[src/msmp_pkg.sv]
// Shared types and constants for the MD5/SHA1 message padder.
// Used by the controller, the datapath and the top level. No dependencies.
package msmp_pkg;

   localparam logic ACTION_DATA   = 1'b0;
   localparam logic ACTION_FINISH = 1'b1;

   localparam logic [7:0] MARKER_BYTE = 8'h80;
   // Zero words after the marker: 13 minus bits 5:2 of the byte count, mod 16
   localparam logic [3:0] ZERO_WORDS_BASE = 4'd13;

   localparam int  CSR_ADDR_WIDTH = 3;
   localparam logic CSR_IDX_HASH_MODE = 1'b0;

   localparam logic MODE_MD5  = 1'b0;
   localparam logic MODE_SHA1 = 1'b1;

   typedef struct packed {
      logic       action;
      logic [7:0] data_byte;
   } req_payload_type;

   typedef struct packed {
      logic [31:0] fifo_word;
      logic        last_word;
   } rsp_payload_type;

   typedef enum logic [1:0] {
      ST_IDLE,
      ST_PAD_ZERO,
      ST_PAD_LEN_FIRST,
      ST_PAD_LEN_LAST
   } ctrl_state_type;

   typedef struct packed {
      logic take_byte;
      logic take_finish;
      logic emit_zero;
      logic emit_len_first;
      logic emit_len_last;
   } ctrl_cmd_type;

   typedef struct packed {
      logic out_free;
      logic no_zero_words;
      logic last_zero;
   } dp_status_type;

endpackage

[src/msmp_ctrl.sv]
// Padder controller: sequences data packing and the padding tail.
// Depends on msmp_pkg for the state, command and status types.
module msmp_ctrl (
   input  logic                    clock,
   input  logic                    reset,
   input  logic                    req_valid,
   input  logic                    req_action,
   input  msmp_pkg::dp_status_type status,
   output logic                    req_stall,
   output msmp_pkg::ctrl_cmd_type  cmd
);

   msmp_pkg::ctrl_state_type state_ff, state_in;

   always_ff @(posedge clock) begin
      if (reset) begin
         state_ff <= msmp_pkg::ST_IDLE;
      end else begin
         state_ff <= state_in;
      end
   end

   always_comb begin
      state_in = state_ff;
      unique case (state_ff)
         msmp_pkg::ST_IDLE: begin
            if (req_valid && status.out_free && (req_action == msmp_pkg::ACTION_FINISH)) begin
               state_in = status.no_zero_words ? msmp_pkg::ST_PAD_LEN_FIRST
                                               : msmp_pkg::ST_PAD_ZERO;
            end
         end
         msmp_pkg::ST_PAD_ZERO: begin
            if (status.out_free && status.last_zero) begin
               state_in = msmp_pkg::ST_PAD_LEN_FIRST;
            end
         end
         msmp_pkg::ST_PAD_LEN_FIRST: begin
            if (status.out_free) begin
               state_in = msmp_pkg::ST_PAD_LEN_LAST;
            end
         end
         msmp_pkg::ST_PAD_LEN_LAST: begin
            if (status.out_free) begin
               state_in = msmp_pkg::ST_IDLE;
            end
         end
         default: state_in = msmp_pkg::ST_IDLE;
      endcase
   end

   always_comb begin
      cmd       = '0;
      req_stall = 1'b1;
      unique case (state_ff)
         msmp_pkg::ST_IDLE: begin
            req_stall = !status.out_free;
            if (req_valid && status.out_free) begin
               if (req_action == msmp_pkg::ACTION_DATA) begin
                  cmd.take_byte = 1'b1;
               end else begin
                  cmd.take_finish = 1'b1;
               end
            end
         end
         msmp_pkg::ST_PAD_ZERO:      cmd.emit_zero      = status.out_free;
         msmp_pkg::ST_PAD_LEN_FIRST: cmd.emit_len_first = status.out_free;
         msmp_pkg::ST_PAD_LEN_LAST:  cmd.emit_len_last  = status.out_free;
         default: cmd = '0;
      endcase
   end

   // the zero-word state is only entered with words left to send
   a_zero_state_has_work: assert property (@(posedge clock) disable iff (reset)
      (state_ff == msmp_pkg::ST_PAD_ZERO) |-> !$past(cmd.take_finish && status.no_zero_words))
      else $error("entered zero padding with no zero words due");

endmodule

[src/msmp_dp.sv]
// Padder datapath: word packing, byte count, zero counter and output register.
// Depends on msmp_pkg for payload, command and status types and constants.
module msmp_dp (
   input  logic                      clock,
   input  logic                      reset,
   input  logic                      hash_mode,
   input  logic [7:0]                data_byte,
   input  msmp_pkg::ctrl_cmd_type    cmd,
   input  logic                      rsp_stall,
   output logic                      rsp_valid,
   output msmp_pkg::rsp_payload_type rsp_payload,
   output msmp_pkg::dp_status_type   status
);

   logic [23:0] partial_word_ff, partial_word_in;
   logic [1:0]  partial_count_ff, partial_count_in;
   logic [60:0] message_bytes_ff, message_bytes_in;
   logic [3:0]  zero_cnt_ff, zero_cnt_in;
   logic        rsp_valid_ff, rsp_valid_in;
   msmp_pkg::rsp_payload_type rsp_payload_ff, rsp_payload_in;

   logic [4:0]  byte_shift;
   logic [31:0] packed_word;
   logic [31:0] marker_word;
   logic [63:0] bit_length;
   logic [3:0]  zero_words;
   logic        load_out;

   function automatic logic [31:0] swap_bytes(input logic [31:0] w);
      return {w[7:0], w[15:8], w[23:16], w[31:24]};
   endfunction

   assign byte_shift  = {partial_count_ff, 3'b000};
   assign packed_word = {8'h00, partial_word_ff} | ({24'h000000, data_byte} << byte_shift);
   assign marker_word = {8'h00, partial_word_ff} |
                        ({24'h000000, msmp_pkg::MARKER_BYTE} << byte_shift);
   assign bit_length  = {message_bytes_ff, 3'b000};
   assign zero_words  = msmp_pkg::ZERO_WORDS_BASE - message_bytes_ff[5:2];

   assign status.out_free      = !rsp_valid_ff || !rsp_stall;
   assign status.no_zero_words = (zero_words == 4'd0);
   assign status.last_zero     = (zero_cnt_ff == 4'd1);

   assign load_out = (cmd.take_byte && (partial_count_ff == 2'd3)) || cmd.take_finish ||
                     cmd.emit_zero || cmd.emit_len_first || cmd.emit_len_last;

   always_comb begin
      partial_word_in  = partial_word_ff;
      partial_count_in = partial_count_ff;
      message_bytes_in = message_bytes_ff;
      zero_cnt_in      = zero_cnt_ff;
      rsp_payload_in   = rsp_payload_ff;
      rsp_valid_in     = rsp_valid_ff && rsp_stall;

      if (cmd.take_byte) begin
         message_bytes_in = message_bytes_ff + 61'd1;
         if (partial_count_ff == 2'd3) begin
            partial_word_in          = '0;
            partial_count_in         = 2'd0;
            rsp_payload_in.fifo_word = packed_word;
            rsp_payload_in.last_word = 1'b0;
         end else begin
            partial_word_in  = packed_word[23:0];
            partial_count_in = partial_count_ff + 2'd1;
         end
      end
      if (cmd.take_finish) begin
         zero_cnt_in              = zero_words;
         rsp_payload_in.fifo_word = marker_word;
         rsp_payload_in.last_word = 1'b0;
      end
      if (cmd.emit_zero) begin
         zero_cnt_in              = zero_cnt_ff - 4'd1;
         rsp_payload_in.fifo_word = '0;
         rsp_payload_in.last_word = 1'b0;
      end
      if (cmd.emit_len_first) begin
         rsp_payload_in.fifo_word = (hash_mode == msmp_pkg::MODE_SHA1) ?
                                    swap_bytes(bit_length[63:32]) : bit_length[31:0];
         rsp_payload_in.last_word = 1'b0;
      end
      if (cmd.emit_len_last) begin
         rsp_payload_in.fifo_word = (hash_mode == msmp_pkg::MODE_SHA1) ?
                                    swap_bytes(bit_length[31:0]) : bit_length[63:32];
         rsp_payload_in.last_word = 1'b1;
         // message closed: start the next one from scratch
         partial_word_in  = '0;
         partial_count_in = 2'd0;
         message_bytes_in = '0;
      end
      if (load_out) begin
         rsp_valid_in = 1'b1;
      end
   end

   always_ff @(posedge clock) begin
      if (reset) begin
         partial_word_ff  <= '0;
         partial_count_ff <= 2'd0;
         message_bytes_ff <= '0;
         zero_cnt_ff      <= 4'd0;
         rsp_valid_ff     <= 1'b0;
      end else begin
         partial_word_ff  <= partial_word_in;
         partial_count_ff <= partial_count_in;
         message_bytes_ff <= message_bytes_in;
         zero_cnt_ff      <= zero_cnt_in;
         rsp_valid_ff     <= rsp_valid_in;
      end
   end

   always_ff @(posedge clock) begin
      rsp_payload_ff <= rsp_payload_in;
   end

   assign rsp_valid   = rsp_valid_ff;
   assign rsp_payload = rsp_payload_ff;

   a_count_tracks_bytes: assert property (@(posedge clock) disable iff (reset)
      partial_count_ff == message_bytes_ff[1:0])
      else $error("partial byte count out of step with message byte count");

   a_no_overwrite: assert property (@(posedge clock) disable iff (reset)
      !(load_out && rsp_valid_ff && rsp_stall))
      else $error("output register loaded while holding an untaken transaction");

   a_clear_after_last: assert property (@(posedge clock) disable iff (reset)
      cmd.emit_len_last |=> (message_bytes_ff == '0) && (partial_word_ff == '0))
      else $error("message state not cleared after final length word");

endmodule

[src/md5_sha1_message_padder_top.sv]
// Top level of the MD5/SHA1 message padder: CSR port, controller, datapath.
// Depends on msmp_pkg, msmp_ctrl and msmp_dp.
//
//  channel  direction  handshake           payload
//  req_     in         req_valid/req_stall   req_payload (action, data_byte)
//  rsp_     out        rsp_valid/rsp_stall   rsp_payload (fifo_word, last_word)
//  csr_     in/out     APB-style, pready=1   hash_mode at byte address 0
//
// Data bytes are taken one per cycle while idle and the output is free; every fourth one
// loads a word into the output register. A finish item emits a marker word, 0..15 zero words
// and two length words, one per cycle unless stalled, paced by the single output register.
// A stalled output holds its word and stalls the input side until it is taken.
// Synchronous reset clears the message state and sets hash_mode to MD5.
module md5_sha1_message_padder_top (
   input  logic                                  clock,
   input  logic                                  reset,
   input  logic                                  req_valid,
   output logic                                  req_stall,
   input  msmp_pkg::req_payload_type             req_payload,
   output logic                                  rsp_valid,
   input  logic                                  rsp_stall,
   output msmp_pkg::rsp_payload_type             rsp_payload,
   input  logic                                  csr_psel,
   input  logic                                  csr_penable,
   input  logic                                  csr_pwrite,
   input  logic [msmp_pkg::CSR_ADDR_WIDTH-1:0]   csr_paddr,
   input  logic [31:0]                           csr_pwdata,
   output logic [31:0]                           csr_prdata,
   output logic                                  csr_pready
);

   logic                     hash_mode_ff, hash_mode_in;
   logic                     csr_write;
   logic                     csr_index;
   msmp_pkg::ctrl_cmd_type   cmd;
   msmp_pkg::dp_status_type  status;

   assign csr_pready = 1'b1;
   assign csr_index  = csr_paddr[msmp_pkg::CSR_ADDR_WIDTH-1];
   assign csr_write  = csr_psel && csr_penable && csr_pwrite && csr_pready;

   always_comb begin
      hash_mode_in = hash_mode_ff;
      if (csr_write && (csr_index == msmp_pkg::CSR_IDX_HASH_MODE)) begin
         hash_mode_in = csr_pwdata[0];
      end
   end

   always_ff @(posedge clock) begin
      if (reset) begin
         hash_mode_ff <= msmp_pkg::MODE_MD5;
      end else begin
         hash_mode_ff <= hash_mode_in;
      end
   end

   always_comb begin
      csr_prdata = '0;
      unique case (csr_index)
         msmp_pkg::CSR_IDX_HASH_MODE: csr_prdata = {31'd0, hash_mode_ff};
         default:                     csr_prdata = '0;
      endcase
   end

   msmp_ctrl u_ctrl (
      .clock      (clock),
      .reset      (reset),
      .req_valid  (req_valid),
      .req_action (req_payload.action),
      .status     (status),
      .req_stall  (req_stall),
      .cmd        (cmd)
   );

   msmp_dp u_dp (
      .clock       (clock),
      .reset       (reset),
      .hash_mode   (hash_mode_ff),
      .data_byte   (req_payload.data_byte),
      .cmd         (cmd),
      .rsp_stall   (rsp_stall),
      .rsp_valid   (rsp_valid),
      .rsp_payload (rsp_payload),
      .status      (status)
   );

endmodule
[config.mk]
export PLATFORM = sky130hd
export DESIGN_NAME = md5_sha1_message_padder_top
export DESIGN_NICKNAME = d
export VERILOG_FILES = /design/src/msmp_pkg.sv /design/src/msmp_ctrl.sv /design/src/msmp_dp.sv /design/src/md5_sha1_message_padder_top.sv
export SDC_FILE = /design/constraint.sdc
export NUM_CORES = 1
export LEC_CHECK = 0
export BUFFER_PORTS_ARGS = -buffer_cell sky130_fd_sc_hd__buf_2
export CELL_PAD_IN_SITES_DETAIL_PLACEMENT = 1
export CELL_PAD_IN_SITES_GLOBAL_PLACEMENT = 1
export CORE_AREA = 2 2 133 135
export CTS_BUF_LIST = sky130_fd_sc_hd__clkbuf_16
export DETAILED_ROUTE_END_ITERATION = 7
export DIE_AREA = 0 0 135 137
export PLACE_DENSITY = 0.77
export SYNTH_ARGS = -nofsm -noshare
export SYNTH_HDL_FRONTEND = slang
export SYNTH_HIERARCHICAL = 1
export SYNTH_SLANG_ARGS = --single-unit
[constraint.sdc]
create_clock -name clock -period 3.6 [get_ports clock]
set_input_delay 0.36 -clock clock [delete_from_list [all_inputs] [get_ports clock]]
set_output_delay 0.36 -clock clock [all_outputs]
set_load 0.005 [all_outputs]
======== Word level (Yosys, flattened, before mapping) ========
Index checks and enable logic that the tools add are counted.
word-level totals
  ROM bits ................................ 0
  bits of input ports ..................... 51
  output and inout port bits .............. 68
  memories ................................ 0
  logic and storage cells ................. 82
  memory bits (writable) .................. 0
  register bits after elaboration ......... 128
  bits in latches ......................... 0
operators by class
  equality and inequality tests ........... 9
  mux-type cells .......................... 28
  bitwise gates (word level) .............. 3
  shifts and indexed selects .............. 2
  multiply operators ...................... 0
  add/subtract/negate cells ............... 4
  $lt $le $gt $ge ......................... 0
  divide/modulo/power cells ............... 0
  reductions and logical operators ........ 27
operators with widths
  operator                 number
  $mux W33                 6
  $mux W32                 2
  $or A24 B32 Y32          2
  $add A61 B1 Y61 const B  1
  $shl A8 B5 Y32           1
  $shl A8 B5 Y32 const A   1
  $mux W24                 1
  $mux W2                  8
  $reduce_bool A5 Y1       2
  $logic_and A1 B1 Y1      8
  $mux W1                  8
  $mux W4                  2
  $ne A2 B1 Y1 const B     4
  $pmux W2 S4              1
  $reduce_bool A4 Y1       2
  $eq A2 B2 Y1 const B     3
  $logic_or A1 B1 Y1       5
  $eq A4 B1 Y1 const B     1
  $logic_not A4 Y1         1
  $reduce_and A2 Y1        2
  $reduce_and A4 Y1        1
  $sub A4 B1 Y4 const B    1
  $sub A4 B4 Y4 const A    1
  $logic_not A1 Y1         3
  other kinds (6)          6

======== Depth between registers and ports, before layout ========
Gate-level depths: netlist of run 1.
  depth in word-level cells ............... 11
  gate-level depth with buffers ........... 10
  depth with buffers taken out ............ 9

======== By module ========
The synthesis of run 1 kept the hierarchy.
modules (own cells, without submodules)
  module                       instances  cells each  area each (µm²)  seq. area each (µm²)
  msmp_dp                      1          729         6707.7           2822.7
  md5_sha1_message_padder_top  1          40          309.0            20.0
  msmp_ctrl                    1          27          239.0            40.0

======== Worst setup path after synthesis of run 1 ========
OpenSTA, ideal clock, no wires.
  path type ............................... register to register
  start point ............................. reg u_ctrl.state_ff[0]
  end point ............................... reg u_dp.rsp_payload_ff (netlist bit u_dp/rsp_payload[10]), enable pin
  data arrival time ....................... 2410 ps
  setup slack ............................. 707 ps
  clock period less this slack ............ 2893 ps
  data required time ...................... 3117 ps
  cell stages (with the launch flop) ...... 8
  buffers on the path ..................... 2
  library setup time ...................... 483 ps
  cells stage by stage .................... dfxtp_1 > inv_1 > ha_1 > and4_1 > clkbuf_1 > clkbuf_1 > a2111oi_0 > nand2_1
RTL lines
  what                    line             RTL
  start, declared         msmp_ctrl.sv:13  msmp_pkg::ctrl_state_type state_ff, state_in;
  start signal, assigned  msmp_ctrl.sv:17  state_ff <= msmp_pkg::ST_IDLE;
  start signal, assigned  msmp_ctrl.sv:19  state_ff <= state_in;
  end signal, assigned    msmp_dp.sv:113   rsp_payload_ff <= rsp_payload_in;
  end, declared           msmp_dp.sv:20    msmp_pkg::rsp_payload_type rsp_payload_ff, rsp_payload_in;

==> run_results.csv, run 1 <==
group,metric,value,unit
cts,ctsHtreeMaxLevel,4,
cells_and_area,area_growth,11.6,%
timing,hold_viol,0,
floorplanning,num_rows,48,
global_routing,antenna_found_initial,0,
logic_synthesis,ys_async_sr_fraction,0,%
floorplanning,dieArea,0.0185,mm²
worst_setup_path,critPathArrivalTime,3.29,ns
worst_setup_path,start_kind,"flop",
logic_synthesis,yosys.cell_types.count,62,
cts,cts_buffer_depth,2,
timing,worst_pin_slew,1.07,ns
place,hpwl,16.5,mm
worst_setup_path,r2r_end,"u_dp/message_bytes_ff[51]",
detailed_routing,vias_per_cell,5.98,
floorplanning,io_pins,119,
cts,cts_buffers,17,
detailed_routing,vias,6332,
power_and_ir_drop,power,0.00422,W
cts,ctsResizeCount,0,
place,io_buffers,53,
timing,slew_headroom,28.1,%
timing,setup_violations,0,
worst_setup_path,end_kind,"flop",
timing,maxSlewViolCount,0,
power_and_ir_drop,p_per_area,521,mW/mm²
timing,setup-tns-final,0,ns
worst_setup_path,reg2reg_from,"u_ctrl/state_ff[1]",
cells_and_area,fill_cells,1987,
cells_and_area,num_antenna_cells,0,
power_and_ir_drop,vdd_drop_max,0.000348,V
global_routing,track_usage,25.0,%
logic_synthesis,yosysTopAreaCell,"dfxtp_1",
detailed_routing,routedWlPerCell,21.3,µm
worst_setup_path,reg2reg_depth,9,
cts,cts_tree,"built",
outcome,run_status,"finished clean",
cts,cts_root_buf,"clkbuf_16",
floorplanning,fp.dieH,137,µm
timing,min_period_over_period,81.5,%
logic_synthesis,synth-seq-area-share,39.7,%
cts,insertion_delay,0.43,ns
timing,fmax,341,MHz
logic_synthesis,synth_common_cells,"96 x dfxtp_1, 83 x a21oi_1, 79 x nor2_1",
cts,cts_sinks,128,
worst_hold_path,worstHoldStart,"csr_pwdata[0]",
detailed_routing,drc,0,
detailed_routing,ant_nets,0,
cts,clk_pin_slew,0.06,ns
global_routing,grt_pass1_wl,34.8,mm
logic_synthesis,ys_warn_count,6,
cts,hold_buffers,0,
worst_hold_path,whs_endpoint,"hash_mode_ff",
logic_synthesis,synth-main-ff-cell,"dfxtp_1",
global_routing,grt_pass1_vias,6249,
worst_setup_path,crit_required,3.95,ns
timing,finalCriticalPeriod,2.94,ns
power_and_ir_drop,power_leakage,3.10,nW
place,dp.cells,1027,
worst_setup_path,critPathMaxFanout,5,
logic_synthesis,syn_inst,796,
place,place.gp.congestion,0.899,
worst_setup_path,rrSetupSlack,0.66,ns
floorplanning,start_util,42.5,%
logic_synthesis,synth.area.top_cells,"dfxtp_1 26%, edfxtp_1 13%, a21oi_1 5.7%",
logic_synthesis,ys_seq_elements,128,
floorplanning,fp.coreArea,0.0171,mm²
cells_and_area,layout-drive-gt1-share,17.3,%
timing,skew,0.00916,ns
run,drv_cap,0,
logic_synthesis,syn_avg_cell_area,9.12,µm²
detailed_routing,routed_wl,22.6,mm
logic_synthesis,synthDominantCellAreaShare,26.5,%
global_routing,overflow,0,
detailed_routing,drtPass1Iterations,5,
floorplanning,die_w,135,µm
cells_and_area,layout.cells.non_filler,1059,
logic_synthesis,synth_edf_count,32,
worst_setup_path,worstSetupPathType,"reg2reg",
timing,rsz0062_at_grt,"false",
detailed_routing,first_iter_violations,543,
logic_synthesis,syn_area,0.00726,mm²
cts,post_cts.repair.setup_buffers,0,
worst_hold_path,min-delay-path-class,"in2reg",
worst_hold_path,whs_path_depth,3,
global_routing,grt_max_degree,67,
cells_and_area,fin_nets,886,
logic_synthesis,yosys.cell_count.top_type,"dfxtp_1",
## metrics by stage
stage | instance area, µm² | utilization [%] | setup WS, ns | hold WS, ns
floorplan | 7370 | - | 0.707 | 0.437
global placement | 7530 | 44.2 | 0.727 | 0.437
detailed placement | 7530 | 44.2 | 0.660 | 0.456
CTS | 8100 | 47.5 | 0.667 | 0.177
global route | 8100 | 47.5 | 0.497 | 0.184
finish | 8100 | 47.5 | 0.664 | 0.177
## kinds of logic after synthesis
logic type / Yosys count / synth area share, %
simple gates: 274 / 21.6
compound gates: 178 / 15.5
flops: 128 / 39.7
buf+inv: 102 / 7.33
mux: 61 / 8.90
xor+xnor: 37 / 4.47
fa+ha+maj: 14 / 2.41
other cells: 2 / 0.104
## report_power, final
group          total, W  switching, W  internal (W)  leakage, nW
logic          0.000787      0.000491      0.000297         1.73
clock network   0.00166      0.000678      0.000985        0.279
registers       0.00177     0.0000746       0.00170         1.09
## metal layers
layer	vias to the layer above	GRT usage, %	part of all wire, %
met4	0	13.3	4.0
li1	2922	-	-
met5	-	0	0
met1	3153	31.3	42
met3	50	4.37	5.0
met2	207	41.1	49
## cell type report
| type | instances | area (µm²) | area share [%] |
|---|---|---|---|
| Clock buffer | 18 | 450 | 5.56 |
| Timing Repair Buffer | 63 | 353 | 4.36 |
| Inverter | 15 | 56.3 | 0.695 |
| Multi-Input combinational cell | 596 | 3960 | 48.9 |
| Clock inverter | 14 | 115 | 1.42 |
| Sequential cell | 128 | 2880 | 35.6 |
| Tap cell | 225 | 282 | 3.48 |
## placed cells by master, fill, tap and decap left out, types with 3 or more instances in the layout
| cell | count |
|---|---|
| a21o_1 | 18 |
| a21oi_1 | 83 |
| a221o_1 | 3 |
| a221oi_1 | 29 |
| a311oi_1 | 3 |
| and2_1 | 3 |
| and3_1 | 9 |
| and4_1 | 4 |
| buf_2 | 53 |
| buf_4 | 9 |
| clkbuf_16 | 18 |
| clkinv_2 | 4 |
| clkinvlp_4 | 3 |
| conb_1 | 32 |
| dfxtp_1 | 95 |
| edfxtp_1 | 32 |
| ha_1 | 14 |
| inv_1 | 16 |
| mux2_2 | 24 |
| mux2i_1 | 36 |
| nand2_1 | 45 |
| nand2b_1 | 5 |
| nand3_1 | 21 |
| nand4_1 | 29 |
| nand4_4 | 4 |
| nand4b_1 | 3 |
| nor2_1 | 79 |
| nor3_1 | 17 |
| nor4_1 | 7 |
| nor4_2 | 4 |
| nor4_4 | 3 |
| o21ai_0 | 24 |
| o31ai_1 | 3 |
| or3_1 | 18 |
| or4_1 | 5 |
| xnor2_1 | 15 |
| xor2_1 | 22 |
## worst max path at each step
stage / from / endpoint / slack [ns] / depth (start not counted)
CTS: u_ctrl/state_ff[0] / u_dp/message_bytes_ff[51] / 0.67 / 9
detailed placement: rsp_stall / u_dp/message_bytes_ff[51] / 0.66 / 9
global placement: rsp_stall / u_dp/message_bytes_ff[35] / 0.73 / 9
finish: u_ctrl/state_ff[1] / u_dp/message_bytes_ff[51] / 0.66 / 9
global route: u_ctrl/state_ff[0] / u_dp/message_bytes_ff[35] / 0.50 / 9
floorplan: u_ctrl/state_ff[0] / u_dp/rsp_payload[10] / 0.71 / 7
## sequential cells by signal, indices dropped and copies added (netlist names)
name and cells:
u_dp/partial_count_ff 2, hash_mode_ff 1, u_dp/rsp_valid 1, u_dp/message_bytes_ff 61, u_dp/rsp_payload 33, u_dp/partial_word_ff 24, u_ctrl/state_ff 2, u_dp/zero_cnt_ff 4
## critical path, cell delays in order, from the launching register on
cell	delay, ns
dfxtp_1	0.34
inv_1	0.12
ha_1	0.20
nand2_1	0.09
nor3b_2	0.45
and4_1	0.40
and3_1	0.39
nand4b_2	0.25
or4_1	0.47
a21oi_1	0.16
No activity file was read; power rests on OpenSTA's default activity.
==> run 2, diff against run 1 <==
--- a/config.mk
+++ b/config.mk
@@ -5,14 +5,15 @@
 export SDC_FILE = /design/constraint.sdc
 export NUM_CORES = 1
 export LEC_CHECK = 0
+export ABC_AREA = 1
 export BUFFER_PORTS_ARGS = -buffer_cell sky130_fd_sc_hd__buf_2
 export CELL_PAD_IN_SITES_DETAIL_PLACEMENT = 1
 export CELL_PAD_IN_SITES_GLOBAL_PLACEMENT = 1
-export CORE_AREA = 2 2 133 135
+export CORE_AREA = 2 2 144 146
 export CTS_BUF_LIST = sky130_fd_sc_hd__clkbuf_16
 export DETAILED_ROUTE_END_ITERATION = 7
-export DIE_AREA = 0 0 135 137
-export PLACE_DENSITY = 0.77
+export DIE_AREA = 0 0 146 148
+export PLACE_DENSITY = 0.78
 export SYNTH_ARGS = -nofsm -noshare
 export SYNTH_HDL_FRONTEND = slang
 export SYNTH_HIERARCHICAL = 1
==> constraint.sdc (replaced) <==
create_clock -name clock -period 2.88 [get_ports clock]
set_input_delay 0.288 -clock clock [delete_from_list [all_inputs] [get_ports clock]]
set_output_delay 0.288 -clock clock [all_outputs]
set_load 0.005 [all_outputs]
==> run_results.csv, run 2 <==
group,metric,value,unit
outcome,run_status,"finished clean",
cts,ctsHtreeMaxLevel,4,
cells_and_area,fill_cells,2726,
cts,clk_pin_slew,0.06,ns
detailed_routing,routedWlPerCell,18.2,µm
timing,setup_violations,0,
global_routing,track_usage,26.4,%
logic_synthesis,synth_edf_count,32,
global_routing,grt_pass1_wl,44.0,mm
worst_setup_path,worstSetupPathType,"reg2reg",
detailed_routing,vias_per_cell,5.32,
worst_setup_path,cpPeakStageDelay,0.37,ns
logic_synthesis,synth-seq-area-share,35.8,%
worst_setup_path,path_cells,"inv_1 -> ha_1 -> nand2_1 -> nor3b_2 -> buf_12 -> inv_1 -> nor2_4 -> nand3_1 -> o21ai_0 -> a21oi_1",
cells_and_area,num_antenna_cells,0,
timing,min_period_over_period,85.2,%
worst_setup_path,reg2reg_depth,10,
worst_setup_path,end_kind,"flop",
timing,hold_viol,0,
cells_and_area,utilization,45.7,%
logic_synthesis,syn_area,0.00805,mm²
floorplanning,die_w,146,µm
detailed_routing,ant_nets,0,
worst_setup_path,start_kind,"flop",
worst_hold_path,min-delay-path-class,"in2reg",
logic_synthesis,yosys.cell_count.top_type,"nand2_1",
cells_and_area,final_cell_mix,"274 x nand2_1, 179 x nor2_1, 139 x a21oi_1",
worst_setup_path,critPathMaxFanout,21,
cells_and_area,layout_commonest_cell,"nand2_1",
worst_setup_path,critPathArrivalTime,2.76,ns
cells_and_area,seq_area,0.00288,mm²
worst_setup_path,setup.worst_path.start,"u_ctrl/state_ff[1]",
cts,cts_buffer_depth,2,
power_and_ir_drop,power_leakage,3.55,nW
run,drv_cap,0,
worst_setup_path,cpMostUsedCell,"inv_1",
cts,insertion_delay,0.43,ns
cts,hold_buffers,0,
detailed_routing,vias,8311,
worst_setup_path,reg2reg_from,"u_ctrl/state_ff[1]",
cts,cts_tree,"built",
logic_synthesis,synth.area.top_cells,"dfxtp_1 24%, nand2_1 13%, edfxtp_1 12%",
logic_synthesis,yosys.cell_types.count,38,
logic_synthesis,synthDominantCellAreaShare,23.9,%
worst_hold_path,whs_path_depth,2,
timing,rsz0062_at_grt,"false",
global_routing,antenna_found_initial,0,
detailed_routing,first_iter_violations,563,
floorplanning,fp.dieH,148,µm
logic_synthesis,ys_seq_elements,128,
cells_and_area,largest_register_ffs,61,
logic_synthesis,syn_avg_cell_area,6.53,µm²
floorplanning,start_util,40.2,%
timing,skew,0.0135,ns
place,io_buffers,53,
place,placed_area,0.00851,mm²
cells_and_area,area_growth,13.6,%
cts,ctsResizeCount,0,
global_routing,overflow,0,
logic_synthesis,synth_common_cells,"274 x nand2_1, 179 x nor2_1, 139 x a21oi_1",
place,place.gp.congestion,0.976,
timing,worst_pin_slew,0.739,ns
cts,cts_buffers,17,
detailed_routing,drc,0,
cells_and_area,final_cell_area,0.00915,mm²
worst_setup_path,cp_top_family,"simple AND/OR/NAND/NOR gates",
power_and_ir_drop,p_per_area,702,mW/mm²
timing,finalCriticalPeriod,2.45,ns
detailed_routing,drtPass1Iterations,5,
worst_setup_path,worst-path-stages,10,
cells_and_area,fin_nets,1344,
cts,cts_sinks,128,
worst_setup_path,endpoint,"u_dp/message_bytes_ff[14]",
timing,maxSlewViolCount,0,
worst_setup_path,r2r_end,"u_dp/message_bytes_ff[14]",
logic_synthesis,syn_inst,1233,
logic_synthesis,ys_async_sr_fraction,0,%
global_routing,grt_max_degree,64,
power_and_ir_drop,vdd_drop_max,0.000315,V
floorplanning,io_pins,119,
worst_setup_path,cp_slowest_cell,"nor2_4",
timing,setup-tns-final,0,ns
timing,fmax,408,MHz
floorplanning,fp.coreArea,0.0200,mm²
cts,cts_root_buf,"clkbuf_16",
cells_and_area,multi_input_area,0.00434,mm²
logic_synthesis,synth-main-ff-cell,"dfxtp_1",
logic_synthesis,ys_warn_count,6,
place,hpwl,22.0,mm
cells_and_area,layout-drive-gt1-share,11.5,%
logic_synthesis,yosysTopAreaCell,"dfxtp_1",
detailed_routing,routed_wl,28.4,mm
cts,post_cts.repair.setup_buffers,0,
timing,slew_headroom,50.7,%
worst_setup_path,crit_required,3.19,ns
global_routing,grt_pass1_vias,7934,
worst_setup_path,path_buf_inv,3,
floorplanning,dieArea,0.0216,mm²
floorplanning,num_rows,52,
cells_and_area,top_register,"u_dp/message_bytes_ff",
worst_setup_path,rrSetupSlack,0.43,ns
run 2: cell types whose count changed after synthesis, moves of 18 or more:
cell and delta:
mux2i_1 -36, nand3_1 +31, o21ai_0 +92, inv_1 +119, nand2_1 +229, a221oi_1 -29
or3_1 -18, mux2_2 -24, a21oi_1 +56, a21o_1 -18, nor2_1 +100
run 2: cell type report:
| class | count | area share [%] |
|---|---|---|
| Tap cell | 270 | 3.69 |
| Sequential cell | 128 | 31.5 |
| Clock inverter | 14 | 2.13 |
| Multi-Input combinational cell | 920 | 47.4 |
| Inverter | 140 | 5.74 |
| Clock buffer | 18 | 4.92 |
| Timing Repair Buffer | 72 | 4.59 |
run 2: metrics by stage:
step | power, W | hold slack, ns | worst slack (ns) | instances
floorplan | 0.00341 | 0.357 | 0.204 | 1263
global placement | 0.00400 | 0.427 | 0.505 | 1530
detailed placement | 0.00405 | 0.437 | 0.446 | 1530
CTS | 0.00645 | 0.175 | 0.423 | 1562
global route | 0.00675 | 0.181 | 0.206 | 1562
finish | 0.00642 | 0.175 | 0.427 | 1562
run 2: worst min-delay path by stage:
stage	startpoint	slack [ns]	to
after floorplan	reset	0.36	u_dp/zero_cnt_ff[2]
after global placement	u_dp/rsp_payload[0]	0.43	u_dp/rsp_payload[0]
after detailed placement	u_dp/rsp_payload[0]	0.44	u_dp/rsp_payload[0]
after CTS	reset	0.17	u_dp/zero_cnt_ff[2]
after global routing	reset	0.18	u_dp/zero_cnt_ff[2]
final	reset	0.18	u_dp/zero_cnt_ff[2]
run 2: kinds of logic after synthesis:
logic type                 synth area share (%)
and+or+nand+nor                            32.0
AOI/OAI and AO/OA                          17.4
buffers and inverters                      11.9
DFF                                        35.8
adders and majority gates                  2.17
xor gates and xnor gates                  0.652
other                                    0.0932
run 2: per-layer routing:
metal	vias to the layer above	wire [µm]	track usage, %
li1	4040	-	-
met1	4011	12700	34.3
met2	217	13400	44.0
met3	43	1450	4.14
met4	0	883	10.6
met5	-	0	0
run 2: report_power, final:
part | switching, W | leakage [nW] | total, W | internal [W]
logic | 0.00112 | 2.13 | 0.00166 | 0.000541
clock network | 0.000832 | 0.328 | 0.00240 | 0.00157
registers | 0.000108 | 1.10 | 0.00236 | 0.00225
run 2: worst reg2reg max path, delay by kind of cell (launching register included):
| kind | cells | cell delay [ns] |
|---|---|---|
| and+or+nand+nor | 4 | 0.89 |
| buffers and inverters | 3 | 0.67 |
| DFF | 1 | 0.34 |
| AOI/OAI and AO/OA | 2 | 0.24 |
| adders and majority gates | 1 | 0.21 |
==> run 3, diff against run 2 <==
--- a/config.mk
+++ b/config.mk
@@ -9,12 +9,11 @@
 export BUFFER_PORTS_ARGS = -buffer_cell sky130_fd_sc_hd__buf_2
 export CELL_PAD_IN_SITES_DETAIL_PLACEMENT = 1
 export CELL_PAD_IN_SITES_GLOBAL_PLACEMENT = 1
-export CORE_AREA = 2 2 144 146
+export CORE_AREA = 2 2 141 143
 export CTS_BUF_LIST = sky130_fd_sc_hd__clkbuf_16
 export DETAILED_ROUTE_END_ITERATION = 7
-export DIE_AREA = 0 0 146 148
+export DIE_AREA = 0 0 143 145
 export PLACE_DENSITY = 0.78
 export SYNTH_ARGS = -nofsm -noshare
 export SYNTH_HDL_FRONTEND = slang
-export SYNTH_HIERARCHICAL = 1
 export SYNTH_SLANG_ARGS = --single-unit
==> run_results.csv, run 3 <==
group,metric,value,unit
outcome,run_status,"finished clean",
logic_synthesis,synth_edf_count,32,
cells_and_area,utilization,45.7,%
cts,post_cts.repair.setup_buffers,0,
cells_and_area,fill_cells,2552,
cells_and_area,layout.cells.non_filler,1472,
detailed_routing,ant_nets,0,
place,place.gp.congestion,0.947,
logic_synthesis,yosys.cell_types.count,41,
cts,cts_buffers,17,
cts,cts_sinks,128,
cts,cts_root_buf,"clkbuf_16",
detailed_routing,drc,0,
global_routing,antenna_found_initial,0,
logic_synthesis,syn_area,0.00776,mm²
worst_hold_path,whs_path_depth,2,
timing,setup_violations,0,
power_and_ir_drop,vdd_drop_max,0.000427,V
detailed_routing,first_iter_violations,426,
logic_synthesis,synth-main-ff-cell,"dfxtp_1",
power_and_ir_drop,power,0.00657,W
detailed_routing,routed_wl,26.7,mm
cells_and_area,seq_area,0.00288,mm²
logic_synthesis,synth_common_cells,"267 x nand2_1, 157 x nor2_1, 110 x inv_1",
cells_and_area,layout_commonest_cell,"nand2_1",
timing,maxSlewViolCount,0,
worst_hold_path,min-delay-path-class,"in2reg",
cts,ctsResizeCount,0,
cts,cts_buffer_depth,2,
worst_setup_path,crit_required,3.12,ns
cts,ctsHtreeMaxLevel,4,
timing,fmax,404,MHz
timing,setup-tns-final,0,ns
floorplanning,num_rows,51,
detailed_routing,routedWlPerCell,18.2,µm
logic_synthesis,ys_async_sr_fraction,0,%
timing,skew,0.00957,ns
worst_setup_path,reg2reg_depth,9,
cells_and_area,fin_nets,1259,
power_and_ir_drop,power_leakage,3.23,nW
cells_and_area,largest_register_ffs,61,
floorplanning,io_pins,119,
logic_synthesis,synth-seq-area-share,37.1,%
cells_and_area,multi_input_area,0.00413,mm²
cts,hold_buffers,0,
timing,hold_viol,0,
cts,cts_tree,"built",
logic_synthesis,synth.area.top_cells,"dfxtp_1 25%, nand2_1 13%, edfxtp_1 12%",
logic_synthesis,yosysTopAreaCell,"dfxtp_1",
power_and_ir_drop,p_per_area,748,mW/mm²
place,hpwl,20.3,mm
worst_setup_path,critPathArrivalTime,2.71,ns
timing,worst_pin_slew,0.846,ns
floorplanning,fp.coreArea,0.0192,mm²
cells_and_area,area_growth,13.1,%
place,io_buffers,53,
floorplanning,start_util,40.4,%
cells_and_area,final_cell_mix,"267 x nand2_1, 156 x nor2_1, 110 x inv_1",
cells_and_area,layout-drive-gt1-share,11.0,%
logic_synthesis,syn_avg_cell_area,6.73,µm²
cells_and_area,num_antenna_cells,0,
logic_synthesis,yosys.cell_count.top_type,"nand2_1",
detailed_routing,vias,7868,
global_routing,grt_max_degree,84,
global_routing,overflow,0,
timing,min_period_over_period,85.9,%
global_routing,track_usage,26.1,%
worst_setup_path,critPathMaxFanout,9,
global_routing,grt_pass1_vias,7822,
timing,rsz0062_at_grt,"false",
logic_synthesis,ys_seq_elements,128,
detailed_routing,vias_per_cell,5.35,
detailed_routing,drtPass1Iterations,5,
timing,slew_headroom,43.6,%
run,drv_cap,0,
cells_and_area,top_register,"u_dp.message_bytes_ff",
cts,insertion_delay,0.43,ns
place,dp.cells,1440,
floorplanning,fp.dieH,145,µm
worst_setup_path,rrSetupSlack,0.41,ns
floorplanning,dieArea,0.0207,mm²
worst_setup_path,start_kind,"flop",
logic_synthesis,synthDominantCellAreaShare,24.8,%
worst_setup_path,worstSetupPathType,"reg2reg",
timing,finalCriticalPeriod,2.47,ns
cts,clk_pin_slew,0.06,ns
worst_setup_path,end_kind,"flop",
logic_synthesis,ys_warn_count,0,
global_routing,grt_pass1_wl,41.7,mm
floorplanning,die_w,143,µm
logic_synthesis,syn_inst,1153,
==> run 3: through the flow <==
stage | setup WS (ns) | hold WS, ns | cell area [µm²]
2_1_floorplan | 0.692 | 0.357 | 7880
3_5_place_dp | 0.447 | 0.463 | 8170
4_1_cts | 0.425 | 0.112 | 8780
3_3_place_gp | 0.554 | 0.436 | 8170
6_report | 0.407 | 0.124 | 8780
5_1_grt | 0.234 | 0.129 | 8780
==> run 3: worst paths after layout <==
path,to,from
worst max register to register,u_dp.rsp_payload[25],u_ctrl.state_ff[0]
worst min-delay path,hash_mode_ff,csr_pwdata[0]
worst max-delay path,u_dp.rsp_payload[25],u_ctrl.state_ff[0]
worst min register to register,u_dp.rsp_payload[0],u_dp.rsp_payload[0]
==> run 3: logic make-up (layout without fill, tap and decap cells) <==
family	Yosys count	after routing	share of synthesized area [%]
AO/OA/AOI/OAI	252	252	17.6
flip-flops	128	128	37.1
other	2	32	0.0967
adder cells (fa/ha/maj)	14	14	2.26
XOR/XNOR	8	8	0.903
AND/OR/NAND/NOR	557	557	30.8
buffers and inverters	192	216	11.2
==> run 3: worst max-delay path: stages, from the launching register on <==
cell and delay (ns):
dfxtp_1 0.37, inv_1 0.11, ha_1 0.27, nand4_1 0.39, nand2_1 0.20, nor2_1 0.35
nand2_1 0.16, o21ai_0 0.20, nand2_1 0.07, o21ai_0 0.14
==> run 3: per-layer routing <==
layer | global-route usage [%] | wire length [µm]
met5 | 0 | 0
met3 | 5.35 | 1320
met1 | 33.4 | 11900
met4 | 12.3 | 1090
met2 | 42.0 | 12400
==> run 3: cell type report <==
cell class | count | area share [%]
multi-input cells | 863 | 47.0
clock buffers | 17 | 4.85
clock inverters | 15 | 2.05
repair buffers | 72 | 4.65
well taps | 265 | 3.78
flip-flops and latches | 128 | 32.8
inverters | 112 | 4.79
==> run 3: where the power goes <==
| part | leakage, nW | switching [W] | internal (W) | total (W) |
|---|---|---|---|---|
| clock network | 0.291 | 0.000909 | 0.00137 | 0.00228 |
| registers | 1.10 | 0.000135 | 0.00229 | 0.00242 |
| logic | 1.84 | 0.00126 | 0.000609 | 0.00187 |
| total | 3.23 | 0.00230 | 0.00427 | 0.00657 |
